===== src/sv/usr_pkg.sv =====
// usr_pkg: shared types, codes and constants of the ultrasonic scan ranger
// no dependencies; imported by every module of the block

package usr_pkg;

    localparam int CFG_IDX_W  = 2;
    localparam int CFG_DATA_W = 16;

    // input function codes
    localparam logic [2:0] FUNC_ECHO  = 3'd0;
    localparam logic [2:0] FUNC_TICK  = 3'd1;
    localparam logic [2:0] FUNC_START = 3'd2;
    localparam logic [2:0] FUNC_MODE  = 3'd3;
    localparam logic [2:0] FUNC_POT   = 3'd4;

    // configuration register indexes
    localparam logic [CFG_IDX_W-1:0] CFG_DWELL    = 2'd0;
    localparam logic [CFG_IDX_W-1:0] CFG_BLINK    = 2'd1;
    localparam logic [CFG_IDX_W-1:0] CFG_MAX_ECHO = 2'd2;
    localparam logic [CFG_IDX_W-1:0] CFG_NO_ECHO  = 2'd3;

    localparam logic [7:0]  DWELL_RST    = 8'd40;
    localparam logic [7:0]  BLINK_RST    = 8'd10;
    localparam logic [15:0] MAX_ECHO_RST = 16'd38000;
    localparam logic [7:0]  NO_ECHO_RST  = 8'd200;

    // width / 58 as (width * CM_RECIP) >> CM_SHIFT, exact for 16-bit widths
    localparam logic [16:0] CM_RECIP = 17'd72316;
    localparam int          CM_SHIFT = 22;
    // pot * 1000 / 4095 as (pot * POT_RECIP) >> POT_SHIFT, exact for 12-bit pot
    localparam logic [31:0] POT_RECIP = 32'd4195329000;
    localparam int          POT_SHIFT = 34;

    localparam logic [10:0] SERVO_MIN    = 11'd1000;
    localparam logic [10:0] SERVO_CENTER = 11'd1500;

    typedef struct packed {
        logic [2:0]  func;
        logic [15:0] capture_time;
        logic [11:0] pot_sample;
    } usr_in_t;

    typedef struct packed {
        logic [7:0]  dist_cm;
        logic        distance_new;
        logic [2:0]  bar_level;
        logic [10:0] servo_pulse_us;
        logic        fire_trigger;
        logic        busy_led;
        logic        auto_mode;
        logic        report_valid;
        logic [2:0]  report_slot;
        logic [7:0]  report_distance;
        logic        last;
    } usr_out_t;

    typedef struct packed {
        logic load;
        logic mul;
        logic apply;
        logic rpt_step;
    } usr_cmd_t;

    typedef struct packed {
        logic rpt_valid;
        logic rpt_final;
    } usr_sts_t;

    function automatic logic [2:0] bar_of(input logic [7:0] d);
        logic [2:0] lvl;
        if (d <= 8'd10) begin
            lvl = 3'd5;
        end else if (d <= 8'd20) begin
            lvl = 3'd4;
        end else if (d <= 8'd40) begin
            lvl = 3'd3;
        end else if (d <= 8'd60) begin
            lvl = 3'd2;
        end else if (d <= 8'd80) begin
            lvl = 3'd1;
        end else begin
            lvl = 3'd0;
        end
        return lvl;
    endfunction

endpackage


===== src/sv/usr_datapath.sv =====
// usr_datapath: configuration registers, ranging state, scan store, multipliers
// and the result register view of the ultrasonic scan ranger
// depends on usr_pkg; driven by usr_ctrl through usr_cmd_t

module usr_datapath #(
    parameter int SCAN_POINTS = 5
) (
    input  logic                          aclk,
    input  logic                          aresetn,
    input  logic                          cfg_we,
    input  logic [usr_pkg::CFG_IDX_W-1:0] cfg_index,
    input  logic [usr_pkg::CFG_DATA_W-1:0] cfg_wdata,
    input  usr_pkg::usr_in_t              s_data,
    output usr_pkg::usr_out_t             m_data,
    input  usr_pkg::usr_cmd_t             cmd,
    output usr_pkg::usr_sts_t             sts
);
    import usr_pkg::*;

    localparam int SlotIdxW = (SCAN_POINTS > 1) ? $clog2(SCAN_POINTS) : 1;
    localparam logic [2:0] LastSlot = 3'(SCAN_POINTS - 1);
    localparam logic [3:0] NumSlots = 4'(SCAN_POINTS);

    // servo pulse of each scan position
    logic [10:0] slot_pulse_tab [8];
    for (genvar g = 0; g < 8; g++) begin : g_pulse
        localparam int Angle    = -90 + (180 * g) / (SCAN_POINTS - 1);
        localparam int RawPulse = 1500 + (Angle * 500) / 90;
        localparam int Pulse    = (RawPulse < 1000) ? 1000 :
                                  ((RawPulse > 2000) ? 2000 : RawPulse);
        assign slot_pulse_tab[g] = 11'(Pulse);
    end

    logic [7:0]  dwell_ticks_reg;
    logic [7:0]  blink_ticks_reg;
    logic [15:0] max_echo_reg;
    logic [7:0]  no_echo_reg;

    always_ff @(posedge aclk) begin
        if (!aresetn) begin
            dwell_ticks_reg <= DWELL_RST;
            blink_ticks_reg <= BLINK_RST;
            max_echo_reg    <= MAX_ECHO_RST;
            no_echo_reg     <= NO_ECHO_RST;
        end else if (cfg_we) begin
            case (cfg_index)
                CFG_DWELL:    dwell_ticks_reg <= cfg_wdata[7:0];
                CFG_BLINK:    blink_ticks_reg <= cfg_wdata[7:0];
                CFG_MAX_ECHO: max_echo_reg    <= cfg_wdata;
                CFG_NO_ECHO:  no_echo_reg     <= cfg_wdata[7:0];
                default: ;
            endcase
        end
    end

    // input transaction and products
    usr_in_t     in_reg;
    logic [15:0] width_now;
    logic [15:0] width_reg;
    logic [32:0] cm_prod_reg;
    logic [43:0] pot_prod_reg;

    logic        mode_auto_reg, mode_auto_next;
    logic        scanning_reg, scanning_next;
    logic        blinking_reg, blinking_next;
    logic        tick_en_reg, tick_en_next;
    logic        lamp_reg, lamp_next;
    logic        await_fall_reg, await_fall_next;
    logic [15:0] rise_reg, rise_next;
    logic [7:0]  blink_cnt_reg, blink_cnt_next;
    logic [7:0]  dwell_cnt_reg, dwell_cnt_next;
    logic [2:0]  scan_slot_reg, scan_slot_next;
    logic [7:0]  last_dist_reg, last_dist_next;
    logic [10:0] servo_reg, servo_next;
    logic        dnew_reg, dnew_next;
    logic        fire_reg, fire_next;
    logic        rpt_valid_reg, rpt_valid_next;
    logic [2:0]  rpt_idx_reg, rpt_idx_next;

    logic [7:0]  store_reg [SCAN_POINTS];
    logic        store_clr;
    logic        store_we;
    logic [7:0]  store_wdata;

    // echo width wraps at 16 bits
    assign width_now = in_reg.capture_time - rise_reg;

    always_ff @(posedge aclk) begin
        if (cmd.load) begin
            in_reg <= s_data;
        end
        if (cmd.mul) begin
            width_reg    <= width_now;
            cm_prod_reg  <= 33'(width_now) * 33'(CM_RECIP);
            pot_prod_reg <= 44'(in_reg.pot_sample) * 44'(POT_RECIP);
        end
    end

    logic [10:0] cm_quot;
    logic [7:0]  echo_dist;
    logic [10:0] pot_servo;
    logic [7:0]  blink_inc;
    logic [7:0]  dwell_inc;

    assign cm_quot   = cm_prod_reg[32:CM_SHIFT];
    assign echo_dist = (width_reg > max_echo_reg) ? no_echo_reg :
                       ((cm_quot > 11'd255) ? 8'hFF : cm_quot[7:0]);
    assign pot_servo = SERVO_MIN + 11'(pot_prod_reg[43:POT_SHIFT]);
    assign blink_inc = (blink_cnt_reg != 8'hFF) ? blink_cnt_reg + 8'd1 : blink_cnt_reg;
    assign dwell_inc = dwell_cnt_reg + 8'd1;

    always_comb begin
        mode_auto_next  = mode_auto_reg;
        scanning_next   = scanning_reg;
        blinking_next   = blinking_reg;
        tick_en_next    = tick_en_reg;
        lamp_next       = lamp_reg;
        await_fall_next = await_fall_reg;
        rise_next       = rise_reg;
        blink_cnt_next  = blink_cnt_reg;
        dwell_cnt_next  = dwell_cnt_reg;
        scan_slot_next  = scan_slot_reg;
        last_dist_next  = last_dist_reg;
        servo_next      = servo_reg;
        dnew_next       = dnew_reg;
        fire_next       = fire_reg;
        rpt_valid_next  = rpt_valid_reg;
        rpt_idx_next    = rpt_idx_reg;
        store_clr       = 1'b0;
        store_we        = 1'b0;
        store_wdata     = (echo_dist >= no_echo_reg) ? no_echo_reg : echo_dist;
        if (cmd.apply) begin
            dnew_next      = 1'b0;
            fire_next      = 1'b0;
            rpt_valid_next = 1'b0;
            rpt_idx_next   = 3'd0;
            case (in_reg.func)
                FUNC_ECHO: begin
                    if (!await_fall_reg) begin
                        rise_next       = in_reg.capture_time;
                        await_fall_next = 1'b1;
                    end else begin
                        await_fall_next = 1'b0;
                        last_dist_next  = echo_dist;
                        dnew_next       = 1'b1;
                        store_we = mode_auto_reg && scanning_reg &&
                                   (4'(scan_slot_reg) < NumSlots);
                    end
                end
                FUNC_TICK: begin
                    if (tick_en_reg) begin
                        blink_cnt_next = blink_inc;
                        if (!mode_auto_reg) begin
                            if (blink_inc >= blink_ticks_reg) begin
                                lamp_next    = 1'b0;
                                tick_en_next = 1'b0;
                            end
                        end else if (blinking_reg) begin
                            if (blink_inc >= blink_ticks_reg) begin
                                lamp_next      = !lamp_reg;
                                blink_cnt_next = 8'd0;
                            end
                            if (scanning_reg) begin
                                dwell_cnt_next = dwell_inc;
                                if (dwell_inc >= dwell_ticks_reg) begin
                                    dwell_cnt_next = 8'd0;
                                    if ((4'(scan_slot_reg) + 4'd1) < NumSlots) begin
                                        scan_slot_next = scan_slot_reg + 3'd1;
                                        servo_next = slot_pulse_tab[scan_slot_reg + 3'd1];
                                        fire_next  = 1'b1;
                                    end else begin
                                        // sweep done, report every slot
                                        scanning_next  = 1'b0;
                                        blinking_next  = 1'b0;
                                        servo_next     = SERVO_CENTER;
                                        lamp_next      = 1'b0;
                                        rpt_valid_next = 1'b1;
                                    end
                                end
                            end
                        end
                    end
                end
                FUNC_START: begin
                    blink_cnt_next = 8'd0;
                    tick_en_next   = 1'b1;
                    fire_next      = 1'b1;
                    if (!mode_auto_reg) begin
                        lamp_next     = 1'b1;
                        blinking_next = 1'b0;
                    end else begin
                        blinking_next  = 1'b1;
                        scanning_next  = 1'b1;
                        scan_slot_next = 3'd0;
                        dwell_cnt_next = 8'd0;
                        store_clr      = 1'b1;
                        servo_next     = slot_pulse_tab[0];
                    end
                end
                FUNC_MODE: begin
                    if (!scanning_reg) begin
                        mode_auto_next = !mode_auto_reg;
                    end
                end
                FUNC_POT: begin
                    if (!mode_auto_reg) begin
                        servo_next = pot_servo;
                    end
                end
                default: ;
            endcase
        end else if (cmd.rpt_step) begin
            rpt_idx_next = rpt_idx_reg + 3'd1;
        end
    end

    always_ff @(posedge aclk) begin
        if (!aresetn) begin
            mode_auto_reg  <= 1'b0;
            scanning_reg   <= 1'b0;
            blinking_reg   <= 1'b0;
            tick_en_reg    <= 1'b1;
            lamp_reg       <= 1'b0;
            await_fall_reg <= 1'b0;
            rise_reg       <= 16'd0;
            blink_cnt_reg  <= 8'd0;
            dwell_cnt_reg  <= 8'd0;
            scan_slot_reg  <= 3'd0;
            last_dist_reg  <= 8'd0;
            servo_reg      <= SERVO_CENTER;
            dnew_reg       <= 1'b0;
            fire_reg       <= 1'b0;
            rpt_valid_reg  <= 1'b0;
            rpt_idx_reg    <= 3'd0;
        end else begin
            mode_auto_reg  <= mode_auto_next;
            scanning_reg   <= scanning_next;
            blinking_reg   <= blinking_next;
            tick_en_reg    <= tick_en_next;
            lamp_reg       <= lamp_next;
            await_fall_reg <= await_fall_next;
            rise_reg       <= rise_next;
            blink_cnt_reg  <= blink_cnt_next;
            dwell_cnt_reg  <= dwell_cnt_next;
            scan_slot_reg  <= scan_slot_next;
            last_dist_reg  <= last_dist_next;
            servo_reg      <= servo_next;
            dnew_reg       <= dnew_next;
            fire_reg       <= fire_next;
            rpt_valid_reg  <= rpt_valid_next;
            rpt_idx_reg    <= rpt_idx_next;
        end
    end

    always_ff @(posedge aclk) begin
        if (!aresetn || store_clr) begin
            for (int i = 0; i < SCAN_POINTS; i++) begin
                store_reg[i] <= 8'd0;
            end
        end else if (store_we) begin
            store_reg[scan_slot_reg[SlotIdxW-1:0]] <= store_wdata;
        end
    end

    always_comb begin
        m_data.dist_cm         = last_dist_reg;
        m_data.distance_new    = dnew_reg;
        m_data.bar_level       = bar_of(last_dist_reg);
        m_data.servo_pulse_us  = servo_reg;
        m_data.fire_trigger    = fire_reg;
        m_data.busy_led        = lamp_reg;
        m_data.auto_mode       = mode_auto_reg;
        m_data.report_valid    = rpt_valid_reg;
        m_data.report_slot     = rpt_valid_reg ? rpt_idx_reg : 3'd0;
        m_data.report_distance = rpt_valid_reg ? store_reg[rpt_idx_reg[SlotIdxW-1:0]] : 8'd0;
        m_data.last            = !rpt_valid_reg || (rpt_idx_reg == LastSlot);
    end

    assign sts.rpt_valid = rpt_valid_reg;
    assign sts.rpt_final = (rpt_idx_reg == LastSlot);

endmodule


===== src/sv/usr_ctrl.sv =====
// usr_ctrl: transaction sequencer of the ultrasonic scan ranger
// depends on usr_pkg; commands usr_datapath through usr_cmd_t

module usr_ctrl (
    input  logic              aclk,
    input  logic              aresetn,
    input  logic              s_valid,
    output logic              s_ready,
    output logic              m_valid,
    input  logic              m_ready,
    output usr_pkg::usr_cmd_t cmd,
    input  usr_pkg::usr_sts_t sts
);
    import usr_pkg::*;

    localparam logic [1:0] ST_IDLE  = 2'd0;
    localparam logic [1:0] ST_MUL   = 2'd1;
    localparam logic [1:0] ST_APPLY = 2'd2;
    localparam logic [1:0] ST_EMIT  = 2'd3;

    logic [1:0] state_reg, state_next;

    always_comb begin
        cmd        = '0;
        state_next = state_reg;
        case (state_reg)
            ST_IDLE: begin
                if (s_valid) begin
                    cmd.load   = 1'b1;
                    state_next = ST_MUL;
                end
            end
            ST_MUL: begin
                cmd.mul    = 1'b1;
                state_next = ST_APPLY;
            end
            ST_APPLY: begin
                cmd.apply  = 1'b1;
                state_next = ST_EMIT;
            end
            ST_EMIT: begin
                if (m_ready) begin
                    if (!sts.rpt_valid || sts.rpt_final) begin
                        state_next = ST_IDLE;
                    end else begin
                        cmd.rpt_step = 1'b1;
                    end
                end
            end
            default: state_next = ST_IDLE;
        endcase
    end

    always_ff @(posedge aclk) begin
        if (!aresetn) begin
            state_reg <= ST_IDLE;
        end else begin
            state_reg <= state_next;
        end
    end

    assign s_ready = (state_reg == ST_IDLE);
    assign m_valid = (state_reg == ST_EMIT);

endmodule


===== src/sv/ultrasonic_scan_ranger.sv =====
// ultrasonic scan ranger: one input transaction at a time; an accepted transaction
// passes through load, multiply and state update before the first result
// a status transaction yields a single result; a sweep-ending tick yields one
// report result per scan slot, each held while m_ready is low
// aresetn is synchronous, active low, and restores the state and configuration registers
// depends on usr_pkg, usr_ctrl, usr_datapath

module ultrasonic_scan_ranger #(
    parameter int SCAN_POINTS = 5
) (
    input  logic                           aclk,
    input  logic                           aresetn,
    input  logic                           cfg_we,
    input  logic [usr_pkg::CFG_IDX_W-1:0]  cfg_index,
    input  logic [usr_pkg::CFG_DATA_W-1:0] cfg_wdata,
    input  logic                           s_valid,
    output logic                           s_ready,
    input  usr_pkg::usr_in_t               s_data,
    output logic                           m_valid,
    input  logic                           m_ready,
    output usr_pkg::usr_out_t              m_data
);
    import usr_pkg::*;

    usr_cmd_t cmd;
    usr_sts_t sts;

    usr_ctrl u_ctrl (
        .aclk    (aclk),
        .aresetn (aresetn),
        .s_valid (s_valid),
        .s_ready (s_ready),
        .m_valid (m_valid),
        .m_ready (m_ready),
        .cmd     (cmd),
        .sts     (sts)
    );

    usr_datapath #(
        .SCAN_POINTS (SCAN_POINTS)
    ) u_datapath (
        .aclk      (aclk),
        .aresetn   (aresetn),
        .cfg_we    (cfg_we),
        .cfg_index (cfg_index),
        .cfg_wdata (cfg_wdata),
        .s_data    (s_data),
        .m_data    (m_data),
        .cmd       (cmd),
        .sts       (sts)
    );

endmodule


===== config.mk =====
export PLATFORM = sky130hd
export DESIGN_NAME = ultrasonic_scan_ranger
export DESIGN_NICKNAME = d
export VERILOG_FILES = /design/src/sv/usr_pkg.sv /design/src/sv/usr_datapath.sv /design/src/sv/usr_ctrl.sv /design/src/sv/ultrasonic_scan_ranger.sv
export SDC_FILE = /design/constraint.sdc
export NUM_CORES = 1
export LEC_CHECK = 0
export ABC_AREA = 1
export BUFFER_PORTS_ARGS = -buffer_cell sky130_fd_sc_hd__buf_2
export CAP_MARGIN = 20
export CORE_UTILIZATION = 40
export DETAILED_ROUTE_END_ITERATION = 8
export SETUP_SLACK_MARGIN = 0.3
export SYNTH_ARGS = -nofsm -noshare
export SYNTH_HDL_FRONTEND = slang
export SYNTH_SLANG_ARGS = --single-unit

===== constraint.sdc =====
create_clock -name aclk -period 6.25 [get_ports aclk]
set_input_delay 1.875 -clock aclk [delete_from_list [all_inputs] [get_ports aclk]]
set_output_delay 1.875 -clock aclk [all_outputs]
set_load 0.02 [all_outputs]

==> impl_metrics.env <==
export IMPL_tns_ns=0
export IMPL_ys_seq_area_frac=0.2894
export IMPL_port_buffers=94
export IMPL_final_common_cell="inv_1"
export IMPL_min_period_ns=6.238
export IMPL_run_status="complete, no violations"
export IMPL_routed_via_density=5.042
export IMPL_cp_startpoint="u_datapath.in_reg[20]"
export IMPL_finalHoldViolations=0
export IMPL_critPathMaxStageDelay_ns=0.51
export IMPL_insertion_delay_ns=0.56
export IMPL_post_dp_hpwl_mm=47.61
export IMPL_initial_core_util=0.4059
export IMPL_synth_xor_area_share=0.01510
export IMPL_cts_inserted_buffers=29
export IMPL_grt_usage=0.2138
export IMPL_core_sq_mm=0.05266
export IMPL_yosys_warnings=0
export IMPL_antenna_found_initial=1
export IMPL_r2r_end="u_datapath.cm_prod_reg[25]"
export IMPL_drtPass1Iterations=5
export IMPL_largest_reg_flops=64
export IMPL_crit_fanout=5
export IMPL_worst_pin_slew_ns=1.000
export IMPL_grt_pass1_wl_mm=91.91
export IMPL_cp_end_kind="flip-flop"
export IMPL_synthCells=2556
export IMPL_period_share=0.9981
export IMPL_start_kind="flip-flop"
export IMPL_dr_total_vias=17477
export IMPL_crit_arrival_ns=6.56
export IMPL_maxSlewHeadroom=0.3296
export IMPL_reg2reg_from="u_datapath.in_reg[20]"
export IMPL_synth_adder_area_share=0.3117
export IMPL_gp_congestion=0.9106
export IMPL_layout_common_cells="inv_1 (482), nand2_1 (382), ha_1 (266)"
export IMPL_syn_area_sq_mm=0.02137
export IMPL_slew_viol_final=0
export IMPL_synth_flop_cell="edfxtp_1"
export IMPL_fin_nets=3246
export IMPL_design_area_sq_mm=0.02462
export IMPL_htree_levels=1
export IMPL_grt_max_degree=73
export IMPL_crit_end="u_datapath.cm_prod_reg[25]"
export IMPL_placed_area_sq_mm=0.02337
export IMPL_clock_path_buffers=3
export IMPL_synth_mux_area_fraction=0.0004684
export IMPL_critPathRequiredTime_ns=6.57
export IMPL_synth_compound_area_frac=0.1193
export IMPL_rsz0062_at_grt="yes"
export IMPL_row_count=84
export IMPL_finalClockSkew_ns=0.02159
export IMPL_antenna_left=0
export IMPL_async_flop_share=0
export IMPL_clock_root_buffer="clkbuf_16"
export IMPL_synth_distinct_cells=56
export IMPL_die_w_um=233.1
export IMPL_grt_pass1_vias=17426
export IMPL_syn2layout_area_growth_pct=15.20
export IMPL_drc=0
export IMPL_regToRegSetupSlack_ns=0.01
export IMPL_cts_tree="built"
export IMPL_clock_fmax_mhz=160.3
export IMPL_layout_drive_gt1_share=0.1250
export IMPL_slowest_stage="fa_1"
export IMPL_min_path_type="reg2reg"
export IMPL_overflow=0
export IMPL_numClockSinks=243
export IMPL_ff2ff_path_depth=30
export IMPL_nFillCells=5101
export IMPL_synth_simple_area_share=0.1665
export IMPL_maxCapViolCount=0
export IMPL_yosys_register_bits=243
export IMPL_synth_edf_count=132
export IMPL_drt_iter0_markers=966
export IMPL_routed_wl_mm=57.43
export IMPL_ios=95
export IMPL_synth_top_family_by_area="adder cells"
export IMPL_avgSynthCellArea_sq_um=8.361
export IMPL_crit_type="reg2reg"
export IMPL_clk_pin_slew_worst_paths_ns=0.06
export IMPL_wl_per_cell_um=16.57
export IMPL_finalSetupViolCount=0
export IMPL_die_h_um=233.1
export IMPL_fp_dieArea_sq_mm=0.05436
## cell families after synthesis
group                    Yosys count
multiplexers                       1
AO/OA/AOI/OAI                    472
AND/OR/NAND/NOR                  826
adder cells (fa/ha/maj)          437
other                              1
flip-flops                       243
XOR/XNOR                          36
buffers and inverters            540
## cell usage after synthesis (3+ instances only)
library cell    n  area [sq um]
buf_4           6         45.04
a31oi_1        19         118.9
fa_1          159          3183
nand4_1        27         168.9
xor2_1         26         227.7
o21a_1          7         52.55
nand2_2         4         25.02
nor2_2          5         31.28
inv_2           3         11.26
nand3_2        13         130.1
o211ai_1       15         112.6
buf_6           3         33.78
xnor2_1         9         78.83
nand2_1       396          1486
o21ai_0       157         785.8
inv_1         493          1851
nand3b_1        4         30.03
nor3b_1         3         22.52
dfxtp_1       111          2222
ha_1          278          3478
edfxtp_1      132          3964
clkbuf_1       25         93.84
a21o_1         15         112.6
nor3_1         33         165.2
nor2_1        221         829.6
nor4_1          7         43.79
o21bai_1       10         75.07
a21oi_1       220          1101
o22ai_1        15         93.84
o21ai_1         6         30.03
buf_2           5         25.02
nand3_1        98         490.5
## area by class of cell
type / instances / area, sq um / area share
antenna: 1 / 2.502 / 0.0001016
clock buffer: 47 / 833.3 / 0.03384
clock inverter: 6 / 62.56 / 0.002541
inverter: 498 / 1873 / 0.07607
multi-input combinational: 1796 / 13630 / 0.5538
sequential: 243 / 6186 / 0.2512
tap: 688 / 860.8 / 0.03496
timing repair buffer: 187 / 1169 / 0.04746
## worst min-delay path by stage
stage	start	slack [ns]	to	cells after the start
detailed placement	u_datapath.rise_reg[10]	0.45	u_datapath.rise_reg[10]	2
finish	u_datapath.rise_reg[3]	0.46	u_datapath.rise_reg[3]	2
global placement	u_datapath.rise_reg[13]	0.45	u_datapath.rise_reg[13]	2
global route	u_datapath.rise_reg[3]	0.48	u_datapath.rise_reg[3]	2
CTS	u_datapath.rise_reg[14]	0.46	u_datapath.rise_reg[14]	2
floorplan	u_datapath.max_echo_reg[1]	0.43	u_datapath.max_echo_reg[1]	2
## critical path: cells and delay by family, from the launching register on
family / cells / cell delay [ns]
buf+inv: 9 / 0.67
fa+ha+maj: 8 / 3.54
xor+xnor: 1 / 0.24
simple gates: 12 / 1.16
flops: 1 / 0.40
## through the flow
stage / utilization / hold WS [ns] / instances / setup WS (ns)
6_report: 0.4676 / 0.4584 / 3466 / 0.01173
5_1_grt: 0.4675 / 0.4816 / 3465 / -0.3185
2_1_floorplan: - / 0.4326 / 2579 / 0.1910
4_1_cts: 0.4659 / 0.4631 / 3464 / 0.01905
3_3_place_gp: 0.4439 / 0.4493 / 3404 / -0.1206
3_5_place_dp: 0.4439 / 0.4540 / 3404 / -0.1714
## per-layer routing
metal,up-vias,GRT usage,share of wire
met1,8347,0.2957,0.47
met2,335,0.3619,0.47
met3,61,0.01929,0.037
met5,-,0,0.00012
li1,8732,-,-
met4,2,0.04412,0.017
## repair_timing
item | 4_1_cts | 5_1_grt
setup buffers | 7 | 1
cloned | 0 | 0
pin swaps | 34 | 19
resized for setup | 53 | 21
endpoints found under the setup margin | 11 | 11
hold buffers | 0 | 0
Power is left out: the tool's default activity adds up to more than one toggle a clock period on the data nets, which glitch-free logic cannot reach.
